`src/design/rchf_pkg.sv`:
```
// types, constants and hop table of the hopping receiver
`timescale 1ns / 1ps

package rchf_pkg;

    localparam int MAX_CHANNELS = 8;
    localparam int CH_W         = 16;
    localparam int COL_W        = 4;
    localparam int ROW_W        = 4;
    localparam int CFG_ADDR_W   = 3;
    localparam int CFG_DATA_W   = 64;
    localparam int IN_DATA_W    = 160;
    localparam int IN_USER_W    = 3;
    localparam int OUT_DATA_W   = 136;
    localparam int OUT_USER_W   = 2;

    // item kinds
    localparam logic [1:0] KIND_SLOT   = 2'd0;
    localparam logic [1:0] KIND_TICK   = 2'd1;
    localparam logic [1:0] KIND_PACKET = 2'd2;
    localparam logic [1:0] KIND_NONE   = 2'd3;

    // register indexes
    localparam logic [CFG_ADDR_W-1:0] CFG_BOUND_ID   = 3'd0;
    localparam logic [CFG_ADDR_W-1:0] CFG_FS_LOW     = 3'd1;
    localparam logic [CFG_ADDR_W-1:0] CFG_FS_HIGH    = 3'd2;
    localparam logic [CFG_ADDR_W-1:0] CFG_LOSS_LIMIT = 3'd3;
    localparam logic [CFG_ADDR_W-1:0] CFG_UPDATE_EN  = 3'd4;

    localparam logic [15:0] LOSS_LIMIT_RESET = 16'd800;
    localparam logic [15:0] LOSS_TICKS_MAX   = 16'hFFFF;
    localparam logic [3:0]  OFFSET_CAP       = 4'd9;
    localparam logic [7:0]  CH_HIGH_MIN      = 8'd3;
    localparam logic [7:0]  CH_HIGH_MAX      = 8'd8;
    localparam logic [CH_W-1:0] CH_RESET_DEFAULT  = 16'd1500;
    localparam logic [CH_W-1:0] CH_RESET_THROTTLE = 16'd1000;

    typedef logic [MAX_CHANNELS-1:0][CH_W-1:0] ch_vec_t;

    // per-item control from the hop/timeout unit to the lanes
    typedef struct packed {
        logic step;
        logic load_fs;
        logic take_pkt;
    } lane_ctrl_t;

    localparam logic [7:0] HOP_TABLE [0:15][0:15] = '{
        '{8'h0a,8'h5a,8'h14,8'h64,8'h1e,8'h6e,8'h28,8'h78,
          8'h32,8'h82,8'h3c,8'h8c,8'h46,8'h96,8'h50,8'ha0},
        '{8'ha0,8'h50,8'h96,8'h46,8'h8c,8'h3c,8'h82,8'h32,
          8'h78,8'h28,8'h6e,8'h1e,8'h64,8'h14,8'h5a,8'h0a},
        '{8'h0a,8'h5a,8'h50,8'ha0,8'h14,8'h64,8'h46,8'h96,
          8'h1e,8'h6e,8'h3c,8'h8c,8'h28,8'h78,8'h32,8'h82},
        '{8'h82,8'h32,8'h78,8'h28,8'h8c,8'h3c,8'h6e,8'h1e,
          8'h96,8'h46,8'h64,8'h14,8'ha0,8'h50,8'h5a,8'h0a},
        '{8'h28,8'h78,8'h0a,8'h5a,8'h50,8'ha0,8'h14,8'h64,
          8'h1e,8'h6e,8'h3c,8'h8c,8'h32,8'h82,8'h46,8'h96},
        '{8'h96,8'h46,8'h82,8'h32,8'h8c,8'h3c,8'h6e,8'h1e,
          8'h64,8'h14,8'ha0,8'h50,8'h5a,8'h0a,8'h78,8'h28},
        '{8'h50,8'ha0,8'h28,8'h78,8'h0a,8'h5a,8'h1e,8'h6e,
          8'h3c,8'h8c,8'h32,8'h82,8'h46,8'h96,8'h14,8'h64},
        '{8'h64,8'h14,8'h96,8'h46,8'h82,8'h32,8'h8c,8'h3c,
          8'h6e,8'h1e,8'h5a,8'h0a,8'h78,8'h28,8'ha0,8'h50},
        '{8'h50,8'ha0,8'h46,8'h96,8'h3c,8'h8c,8'h28,8'h78,
          8'h0a,8'h5a,8'h32,8'h82,8'h1e,8'h6e,8'h14,8'h64},
        '{8'h64,8'h14,8'h6e,8'h1e,8'h82,8'h32,8'h5a,8'h0a,
          8'h78,8'h28,8'h8c,8'h3c,8'h96,8'h46,8'ha0,8'h50},
        '{8'h46,8'h96,8'h3c,8'h8c,8'h50,8'ha0,8'h28,8'h78,
          8'h0a,8'h5a,8'h1e,8'h6e,8'h32,8'h82,8'h14,8'h64},
        '{8'h64,8'h14,8'h82,8'h32,8'h6e,8'h1e,8'h5a,8'h0a,
          8'h78,8'h28,8'ha0,8'h50,8'h8c,8'h3c,8'h96,8'h46},
        '{8'h46,8'h96,8'h0a,8'h5a,8'h3c,8'h8c,8'h14,8'h64,
          8'h50,8'ha0,8'h28,8'h78,8'h1e,8'h6e,8'h32,8'h82},
        '{8'h82,8'h32,8'h6e,8'h1e,8'h78,8'h28,8'ha0,8'h50,
          8'h64,8'h14,8'h8c,8'h3c,8'h5a,8'h0a,8'h96,8'h46},
        '{8'h46,8'h96,8'h0a,8'h5a,8'h50,8'ha0,8'h3c,8'h8c,
          8'h28,8'h78,8'h1e,8'h6e,8'h32,8'h82,8'h14,8'h64},
        '{8'h64,8'h14,8'h82,8'h32,8'h6e,8'h1e,8'h78,8'h28,
          8'h8c,8'h3c,8'ha0,8'h50,8'h5a,8'h0a,8'h96,8'h46}
    };

    // reset value of one channel: the throttle channel starts low
    function automatic logic [CH_W-1:0] ch_reset_value(input int idx);
        return (idx == 2) ? CH_RESET_THROTTLE : CH_RESET_DEFAULT;
    endfunction

endpackage

```
`src/design/rchf_hop_ctrl.sv`:
```
// hop column, rf channel, loss timeout and packet filter
`timescale 1ns / 1ps

module rchf_hop_ctrl
    import rchf_pkg::*;
(
    input  logic        aclk,
    input  logic        aresetn,
    input  logic        step,
    input  logic [1:0]  kind,
    input  logic        rx_error,
    input  logic [31:0] packet_id,
    input  logic [31:0] bound_tx_id,
    input  logic [15:0] loss_limit,
    input  logic        update_en,
    output lane_ctrl_t  lane_ctrl,
    output logic [7:0]  rf_next,
    output logic        accepted,
    output logic        in_fs_next
);

    logic [COL_W-1:0] hop_column_reg, hop_column_next;
    logic [15:0]      loss_ticks_reg, loss_ticks_next;
    logic [7:0]       rf_reg;
    logic [15:0]      loss_mid;
    logic [3:0]       offset;
    logic [ROW_W-1:0] row;
    logic             pass;

    // hop row and capped offset from the bound id
    assign row    = bound_tx_id[ROW_W-1:0];
    assign offset = (bound_tx_id[7:4] > OFFSET_CAP) ? OFFSET_CAP : bound_tx_id[7:4];

    // next state for one item
    always_comb begin
        hop_column_next = hop_column_reg;
        loss_mid        = loss_ticks_reg;
        rf_next         = rf_reg;
        unique case (kind)
            KIND_SLOT: begin
                rf_next = HOP_TABLE[row][hop_column_reg] - {4'd0, offset} - 8'd1;
                hop_column_next = hop_column_reg + 1'b1;
            end
            KIND_TICK: begin
                loss_mid = (loss_ticks_reg == LOSS_TICKS_MAX) ? loss_ticks_reg
                                                              : loss_ticks_reg + 16'd1;
                hop_column_next = hop_column_reg + 1'b1;
            end
            KIND_PACKET, KIND_NONE: begin
            end
            default: begin
            end
        endcase
        pass            = (kind == KIND_PACKET) && !rx_error && (packet_id == bound_tx_id);
        loss_ticks_next = pass ? 16'd0 : loss_mid;
        accepted        = pass;
        in_fs_next      = loss_ticks_next > loss_limit;
        lane_ctrl.step     = step;
        lane_ctrl.load_fs  = (kind != KIND_NONE) && (loss_mid > loss_limit);
        lane_ctrl.take_pkt = pass && update_en;
    end

    // state registers, updated per accepted transfer
    always_ff @(posedge aclk) begin
        if (!aresetn) begin
            hop_column_reg <= '0;
            loss_ticks_reg <= '0;
            rf_reg         <= '0;
        end else if (step) begin
            hop_column_reg <= hop_column_next;
            loss_ticks_reg <= loss_ticks_next;
            rf_reg         <= rf_next;
        end
    end

endmodule

```
`src/design/rchf_lane.sv`:
```
// one channel lane: failsafe load and range-checked packet update
`timescale 1ns / 1ps

module rchf_lane
    import rchf_pkg::*;
#(
    parameter logic [15:0] RESET_VALUE = 16'd1500
) (
    input  logic            aclk,
    input  logic            aresetn,
    input  lane_ctrl_t      lane_ctrl,
    input  logic [CH_W-1:0] fs_value,
    input  logic [CH_W-1:0] pkt_value,
    output logic [CH_W-1:0] value_next
);

    logic [CH_W-1:0] value_reg;
    logic            in_range;

    assign in_range = (pkt_value[15:8] >= CH_HIGH_MIN) && (pkt_value[15:8] <= CH_HIGH_MAX);

    // packet value wins over failsafe load within the same item
    always_comb begin
        value_next = value_reg;
        if (lane_ctrl.step) begin
            if (lane_ctrl.load_fs) begin
                value_next = fs_value;
            end
            if (lane_ctrl.take_pkt && in_range) begin
                value_next = pkt_value;
            end
        end
    end

    always_ff @(posedge aclk) begin
        if (!aresetn) begin
            value_reg <= RESET_VALUE;
        end else begin
            value_reg <= value_next;
        end
    end

endmodule

```
`src/design/rchf_out_stage.sv`:
```
// merge of lane values and the output register
`timescale 1ns / 1ps

module rchf_out_stage
    import rchf_pkg::*;
(
    input  logic                  aclk,
    input  logic                  aresetn,
    input  logic                  load,
    input  logic [7:0]            rf_channel,
    input  ch_vec_t               ch_vec,
    input  logic                  accepted,
    input  logic                  in_fs,
    output logic                  space,
    output logic                  m_tvalid,
    input  logic                  m_tready,
    output logic [OUT_DATA_W-1:0] m_tdata,
    output logic [OUT_USER_W-1:0] m_tuser
);

    logic                  valid_reg;
    logic [OUT_DATA_W-1:0] data_reg;
    logic [OUT_USER_W-1:0] user_reg;

    // room for a new result when empty or the held one leaves now
    assign space = !valid_reg || m_tready;

    always_ff @(posedge aclk) begin
        if (!aresetn) begin
            valid_reg <= 1'b0;
        end else if (load) begin
            valid_reg <= 1'b1;
        end else if (m_tready) begin
            valid_reg <= 1'b0;
        end
    end

    // payload: rf channel, channels 0..3, channels 4..7
    always_ff @(posedge aclk) begin
        if (load) begin
            data_reg <= {ch_vec[7:4], ch_vec[3:0], rf_channel};
            user_reg <= {in_fs, accepted};
        end
    end

    assign m_tvalid = valid_reg;
    assign m_tdata  = data_reg;
    assign m_tuser  = user_reg;

endmodule

```
`src/design/rc_receiver_hop_and_packet_filter_top.sv`:
```
// top level of the hopping receiver with packet filter
//
// Input stream s_*: one transfer per event. s_tuser carries the kind (slot
// start, timer tick, received packet or none) and the radio error flag; s_tdata
// carries the packet id and the eight packet channel values.
// Output stream m_*: exactly one result transfer per input transfer, in
// order: rf channel, the eight current channel values, the packet accepted
// flag and the failsafe flag.
// A result is registered and is valid the cycle after its input transfer.
// One item per cycle while not stalled; the loss counter, hop column and all
// channel lanes update in the accepting cycle, so items run back to back.
// When the output is stalled, s_tready stays high only while the output
// register is empty; a held result stays put until m_tready.
// Reset (aresetn low, synchronous): hop column, loss counter and rf channel
// clear, channels return to 1500 (channel 2 to 1000), the loss limit to 800
// and updates are enabled. Configuration writes on cfg_* take effect at once;
// the user must do them only while the block is idle (not enforced).
`timescale 1ns / 1ps

module rc_receiver_hop_and_packet_filter_top
    import rchf_pkg::*;
#(
    parameter int NUM_CHANNELS = 8
) (
    input  logic                  aclk,
    input  logic                  aresetn,
    input  logic                  cfg_wr_en,
    input  logic [CFG_ADDR_W-1:0] cfg_addr,
    input  logic [CFG_DATA_W-1:0] cfg_wdata,
    input  logic                  s_tvalid,
    output logic                  s_tready,
    // packet_id, packet_ch_low, packet_ch_high
    input  logic [IN_DATA_W-1:0]  s_tdata,
    // kind, rx_error
    input  logic [IN_USER_W-1:0]  s_tuser,
    output logic                  m_tvalid,
    input  logic                  m_tready,
    // rf_channel, channels_low, channels_high
    output logic [OUT_DATA_W-1:0] m_tdata,
    // packet_accepted, in_failsafe
    output logic [OUT_USER_W-1:0] m_tuser
);

    logic [31:0] bound_tx_id_reg;
    logic [63:0] fs_low_reg;
    logic [63:0] fs_high_reg;
    logic [15:0] loss_limit_reg;
    logic        update_en_reg;

    logic        step;
    lane_ctrl_t  lane_ctrl;
    logic [7:0]  rf_next;
    logic        accepted;
    logic        in_fs_next;
    ch_vec_t     ch_vec;
    ch_vec_t     fs_vec;
    ch_vec_t     pkt_vec;

    // configuration registers
    always_ff @(posedge aclk) begin
        if (!aresetn) begin
            bound_tx_id_reg <= '0;
            fs_low_reg      <= '0;
            fs_high_reg     <= '0;
            loss_limit_reg  <= LOSS_LIMIT_RESET;
            update_en_reg   <= 1'b1;
        end else if (cfg_wr_en) begin
            unique case (cfg_addr)
                CFG_BOUND_ID:   bound_tx_id_reg <= cfg_wdata[31:0];
                CFG_FS_LOW:     fs_low_reg      <= cfg_wdata;
                CFG_FS_HIGH:    fs_high_reg     <= cfg_wdata;
                CFG_LOSS_LIMIT: loss_limit_reg  <= cfg_wdata[15:0];
                CFG_UPDATE_EN:  update_en_reg   <= cfg_wdata[0];
                default: begin
                end
            endcase
        end
    end

    assign step    = s_tvalid && s_tready;
    assign fs_vec  = {fs_high_reg, fs_low_reg};
    assign pkt_vec = s_tdata[159:32];

    rchf_hop_ctrl u_hop_ctrl (
        .aclk        (aclk),
        .aresetn     (aresetn),
        .step        (step),
        .kind        (s_tuser[1:0]),
        .rx_error    (s_tuser[2]),
        .packet_id   (s_tdata[31:0]),
        .bound_tx_id (bound_tx_id_reg),
        .loss_limit  (loss_limit_reg),
        .update_en   (update_en_reg),
        .lane_ctrl   (lane_ctrl),
        .rf_next     (rf_next),
        .accepted    (accepted),
        .in_fs_next  (in_fs_next)
    );

    // channel lanes; unused channels read as zero
    for (genvar i = 0; i < MAX_CHANNELS; i++) begin : g_lane
        if (i < NUM_CHANNELS) begin : g_used
            rchf_lane #(
                .RESET_VALUE (ch_reset_value(i))
            ) u_lane (
                .aclk       (aclk),
                .aresetn    (aresetn),
                .lane_ctrl  (lane_ctrl),
                .fs_value   (fs_vec[i]),
                .pkt_value  (pkt_vec[i]),
                .value_next (ch_vec[i])
            );
        end else begin : g_unused
            assign ch_vec[i] = '0;
        end
    end

    rchf_out_stage u_out_stage (
        .aclk       (aclk),
        .aresetn    (aresetn),
        .load       (step),
        .rf_channel (rf_next),
        .ch_vec     (ch_vec),
        .accepted   (accepted),
        .in_fs      (in_fs_next),
        .space      (s_tready),
        .m_tvalid   (m_tvalid),
        .m_tready   (m_tready),
        .m_tdata    (m_tdata),
        .m_tuser    (m_tuser)
    );

endmodule

```
`config.mk`:
```
export PLATFORM = sky130hd
export DESIGN_NAME = rc_receiver_hop_and_packet_filter_top
export DESIGN_NICKNAME = d
export VERILOG_FILES = /design/src/design/rchf_pkg.sv /design/src/design/rchf_hop_ctrl.sv /design/src/design/rchf_lane.sv /design/src/design/rchf_out_stage.sv /design/src/design/rc_receiver_hop_and_packet_filter_top.sv
export SDC_FILE = /design/constraint.sdc
export NUM_CORES = 1
export LEC_CHECK = 0
export BUFFER_PORTS_ARGS = -buffer_cell sky130_fd_sc_hd__buf_2
export CORE_ASPECT_RATIO = 0.8
export CORE_MARGIN = 2
export CORE_UTILIZATION = 56
export CTS_CLUSTER_SIZE = 25
export DETAILED_ROUTE_END_ITERATION = 10
export PLACE_DENSITY = 0.8
export RECOVER_POWER = 100
export SYNTH_ARGS = -nofsm -noshare
export SYNTH_HDL_FRONTEND = slang
export SYNTH_SLANG_ARGS = --single-unit
```
`constraint.sdc`:
```
create_clock -name aclk -period 8 [get_ports aclk]
set_input_delay 1.6 -clock aclk [delete_from_list [all_inputs] [get_ports aclk]]
set_output_delay 1.6 -clock aclk [all_outputs]
set_load 0.01 [all_outputs]
```
==> impl_metrics.json <==
{
  "status": "finished, violations left",
  "violations": "max-capacitance violations, max-slew violations",
  "layout-drive-gt1-share_pct": 14.3,
  "synth.area.top_cells": "dfxtp_1 (31%), edfxtp_1 (19%), nand2_1 (11%), a21boi_0 (7.1%), a22oi_1 (2.5%)",
  "crit_chain": "buf_2 > nand2b_1 > nand2_1 > clkinvlp_2 > nand4_1 > nor2_1 > clkbuf_1 > a22oi_1 > nand3_1",
  "clk_path_buf_depth": 3,
  "grt_pass1_wl_mm": 100,
  "nets": 2891,
  "critPathRequiredTime_ns": 8.28,
  "endpoint_kind": "register",
  "clock-sinks": 472,
  "crit_slowest_cell": "clkinvlp_2",
  "antenna_found_initial": 11,
  "synth_mux_area_share_pct": 0.919,
  "startpoint_type": "input port",
  "boundaryPins": 375,
  "grt_overflow_total": 0,
  "ys_types": 77,
  "finalHoldViolations": 0,
  "irDropWorstVdd_mv": 0.185,
  "yosys.area_share.xor_xnor_pct": 2.28,
  "finalCritPeriodShare_pct": 81.7,
  "synth-simple-area-share_pct": 19.6,
  "clockRootBuffer": "clkbuf_16",
  "place.port_buffers": 374,
  "synthTopCellsByCount": "nand2_1 (623), dfxtp_1 (334), a21boi_0 (202), edfxtp_1 (138), clkbuf_1 (112)",
  "synth_compound_area_share_pct": 20.6,
  "max_freq_mhz": 153,
  "num-fill-cells": 3169,
  "synth_top_family_by_area": "compound AO/OA/AOI/OAI gates",
  "holdBufCountCts": 0,
  "synthCells": 2312,
  "synth_warnings": 0,
  "whs_ns": 0.463,
  "grtUsageTotal_pct": 32.1,
  "dieArea_sq_um": 40000,
  "period_needed_ns": 6.54,
  "synth_top_area_share_pct": 31.1,
  "maxSlewViolCount": 160,
  "clk_latency_ns": 0.57,
  "async_flop_share_pct": 0,
  "die_x_um": 223,
  "worst_slew_pin_slew_ns": 3.76,
  "synth-seq-cells": 472,
  "avgSynthCellArea_sq_um": 9.30,
  "grt_pass1_vias": 18000,
  "relSlewSlack_pct": -151,
  "setup_viol": 0,
  "pwr_density_cell_nw_per_um2": 204,
  "numCtsBuffers": 46,
  "wirelength_mm": 66.5,
  "cts_resized": 0,
  "grt_max_degree": 234,
  "wl_per_cell_um": 21.0,
  "final.setup_skew_ns": 0.0210,
  "vias": 19000,
  "cts_tree": "done",
  "yosys.area_share.adder_pct": 2.48,
  "area_delta_synth_final_pct": 15.3,
  "worstPathMaxFanout": 45,
  "critPathMaxStageDelay_ns": 1.94,
  "cp.arrival_ns": 6.81,
  "cts_setup_buffers": 0,
  "leakage_nw": 9.42,
  "maxCapViolCount": 3,
  "drtIter0Drc": 2093,
  "core_sq_um": 38000,
  "ant_nets": 0,
  "path_clk_slew_ns": 0.06,
  "start_util_pct": 56.5,
  "rsz0062_at_grt": "no",
  "syn_area_sq_um": 21500,
  "seq_area_frac_synth_pct": 50.4,
  "drc_errors": 0,
  "h-tree-depth": 2,
  "worst_hold_path_type": "reg -> reg",
  "vias_per_cell": 6.03,
  "setup_tns_ns": 0,
  "yosysTopAreaCell": "dfxtp_1",
  "crit_type": "in -> reg",
  "synth_nets": 2589,
  "yosysMostFrequentCell": "nand2_1",
  "drt_pass1_iterations": 6,
  "place_congestion": 0.968,
  "row_count": 64,
  "die_y_um": 179,
  "synth_edf_count": 138,
  "dp_hpwl_mm": 46.3,
  "ys.flop_type": "dfxtp_1",
  "largest_reg_flops": 136
}
[kinds of logic after synthesis]
family | Yosys count
compound gates | 588
simple gates | 951
buf+inv | 190
mux | 13
xor+xnor | 56
flops | 472
fa+ha+maj | 42
[metrics by stage]
step                      util [%]  cells  total power, mW  setup slack [ns]  cell area [sq um]
after floorplan                  -   2312             2.76              1.16              21500
after global placement        62.1   3061             2.93              2.12              23600
after detailed placement      62.1   3061             2.94              1.85              23600
after CTS                     66.0   3146             5.08              2.41              25100
after global routing          65.1   3152             5.20              1.05              24800
final                         65.2   3158             5.06              1.46              24800
[critical path: cells and delay by family]
| kind | cells | cell delay, ns |
|---|---|---|
| buf+inv | 3 | 2.44 |
| simple gates | 5 | 2.30 |
| compound gates | 1 | 0.42 |
[power by group]
part | internal, mW | total, mW | switching [mW]
clock network | 1.23 | 2.17 | 0.945
registers | 2.50 | 2.53 | 0.0266
logic | 0.131 | 0.364 | 0.232
[worst paths after layout]
kind                                                      startpoint                                   end  slack [ns]  cells past startpoint
worst max-delay path                                        m_tready  g_lane[5].g_used.u_lane.value_reg[7]        1.46                      9
worst min-delay path            g_lane[6].g_used.u_lane.value_reg[3]  g_lane[6].g_used.u_lane.value_reg[3]        0.46                      2
worst max register to register          u_hop_ctrl.loss_ticks_reg[5]  g_lane[7].g_used.u_lane.value_reg[1]        2.18                     16
worst min register to register  g_lane[6].g_used.u_lane.value_reg[3]  g_lane[6].g_used.u_lane.value_reg[3]        0.46                      2
[final cells by class]
class	instances	area, sq um	share of cell area (%)
diodes	12	30.0	0.121
clock buffers	67	1320	5.33
clock inverters	18	176	0.712
inverters	43	163	0.656
multi-input cells	1650	9760	39.4
flip-flops and latches	472	10800	43.7
well taps	495	619	2.50
repair buffers	401	1890	7.63
[layer usage]
metal  GRT usage, %  up-vias  wire, um
met5              0        -        27
met4           13.9        4      2490
met3           6.95      159      6730
met2           48.3     1029     29100
met1           44.7     9126     28100
li1               -     8731         -
[placed cells by master, fill, tap and decap left out, drive strengths merged, types with 15 or more instances in the layout]
| cell type | count |
|---|---|
| clkbuf | 213 |
| dfxtp | 334 |
| and2 | 41 |
| nor3 | 16 |
| xor2 | 42 |
| a22oi | 97 |
| nor2b | 22 |
| nand4 | 15 |
| nor4 | 15 |
| ha | 41 |
| nor2 | 77 |
| nand3 | 82 |
| a22o | 35 |
| a211oi | 16 |
| o21ai | 76 |
| a21oi | 45 |
| edfxtp | 138 |
| nand2 | 623 |
| buf | 255 |
| inv | 46 |
| a21boi | 229 |
No activity file was read; power rests on OpenSTA's default activity.
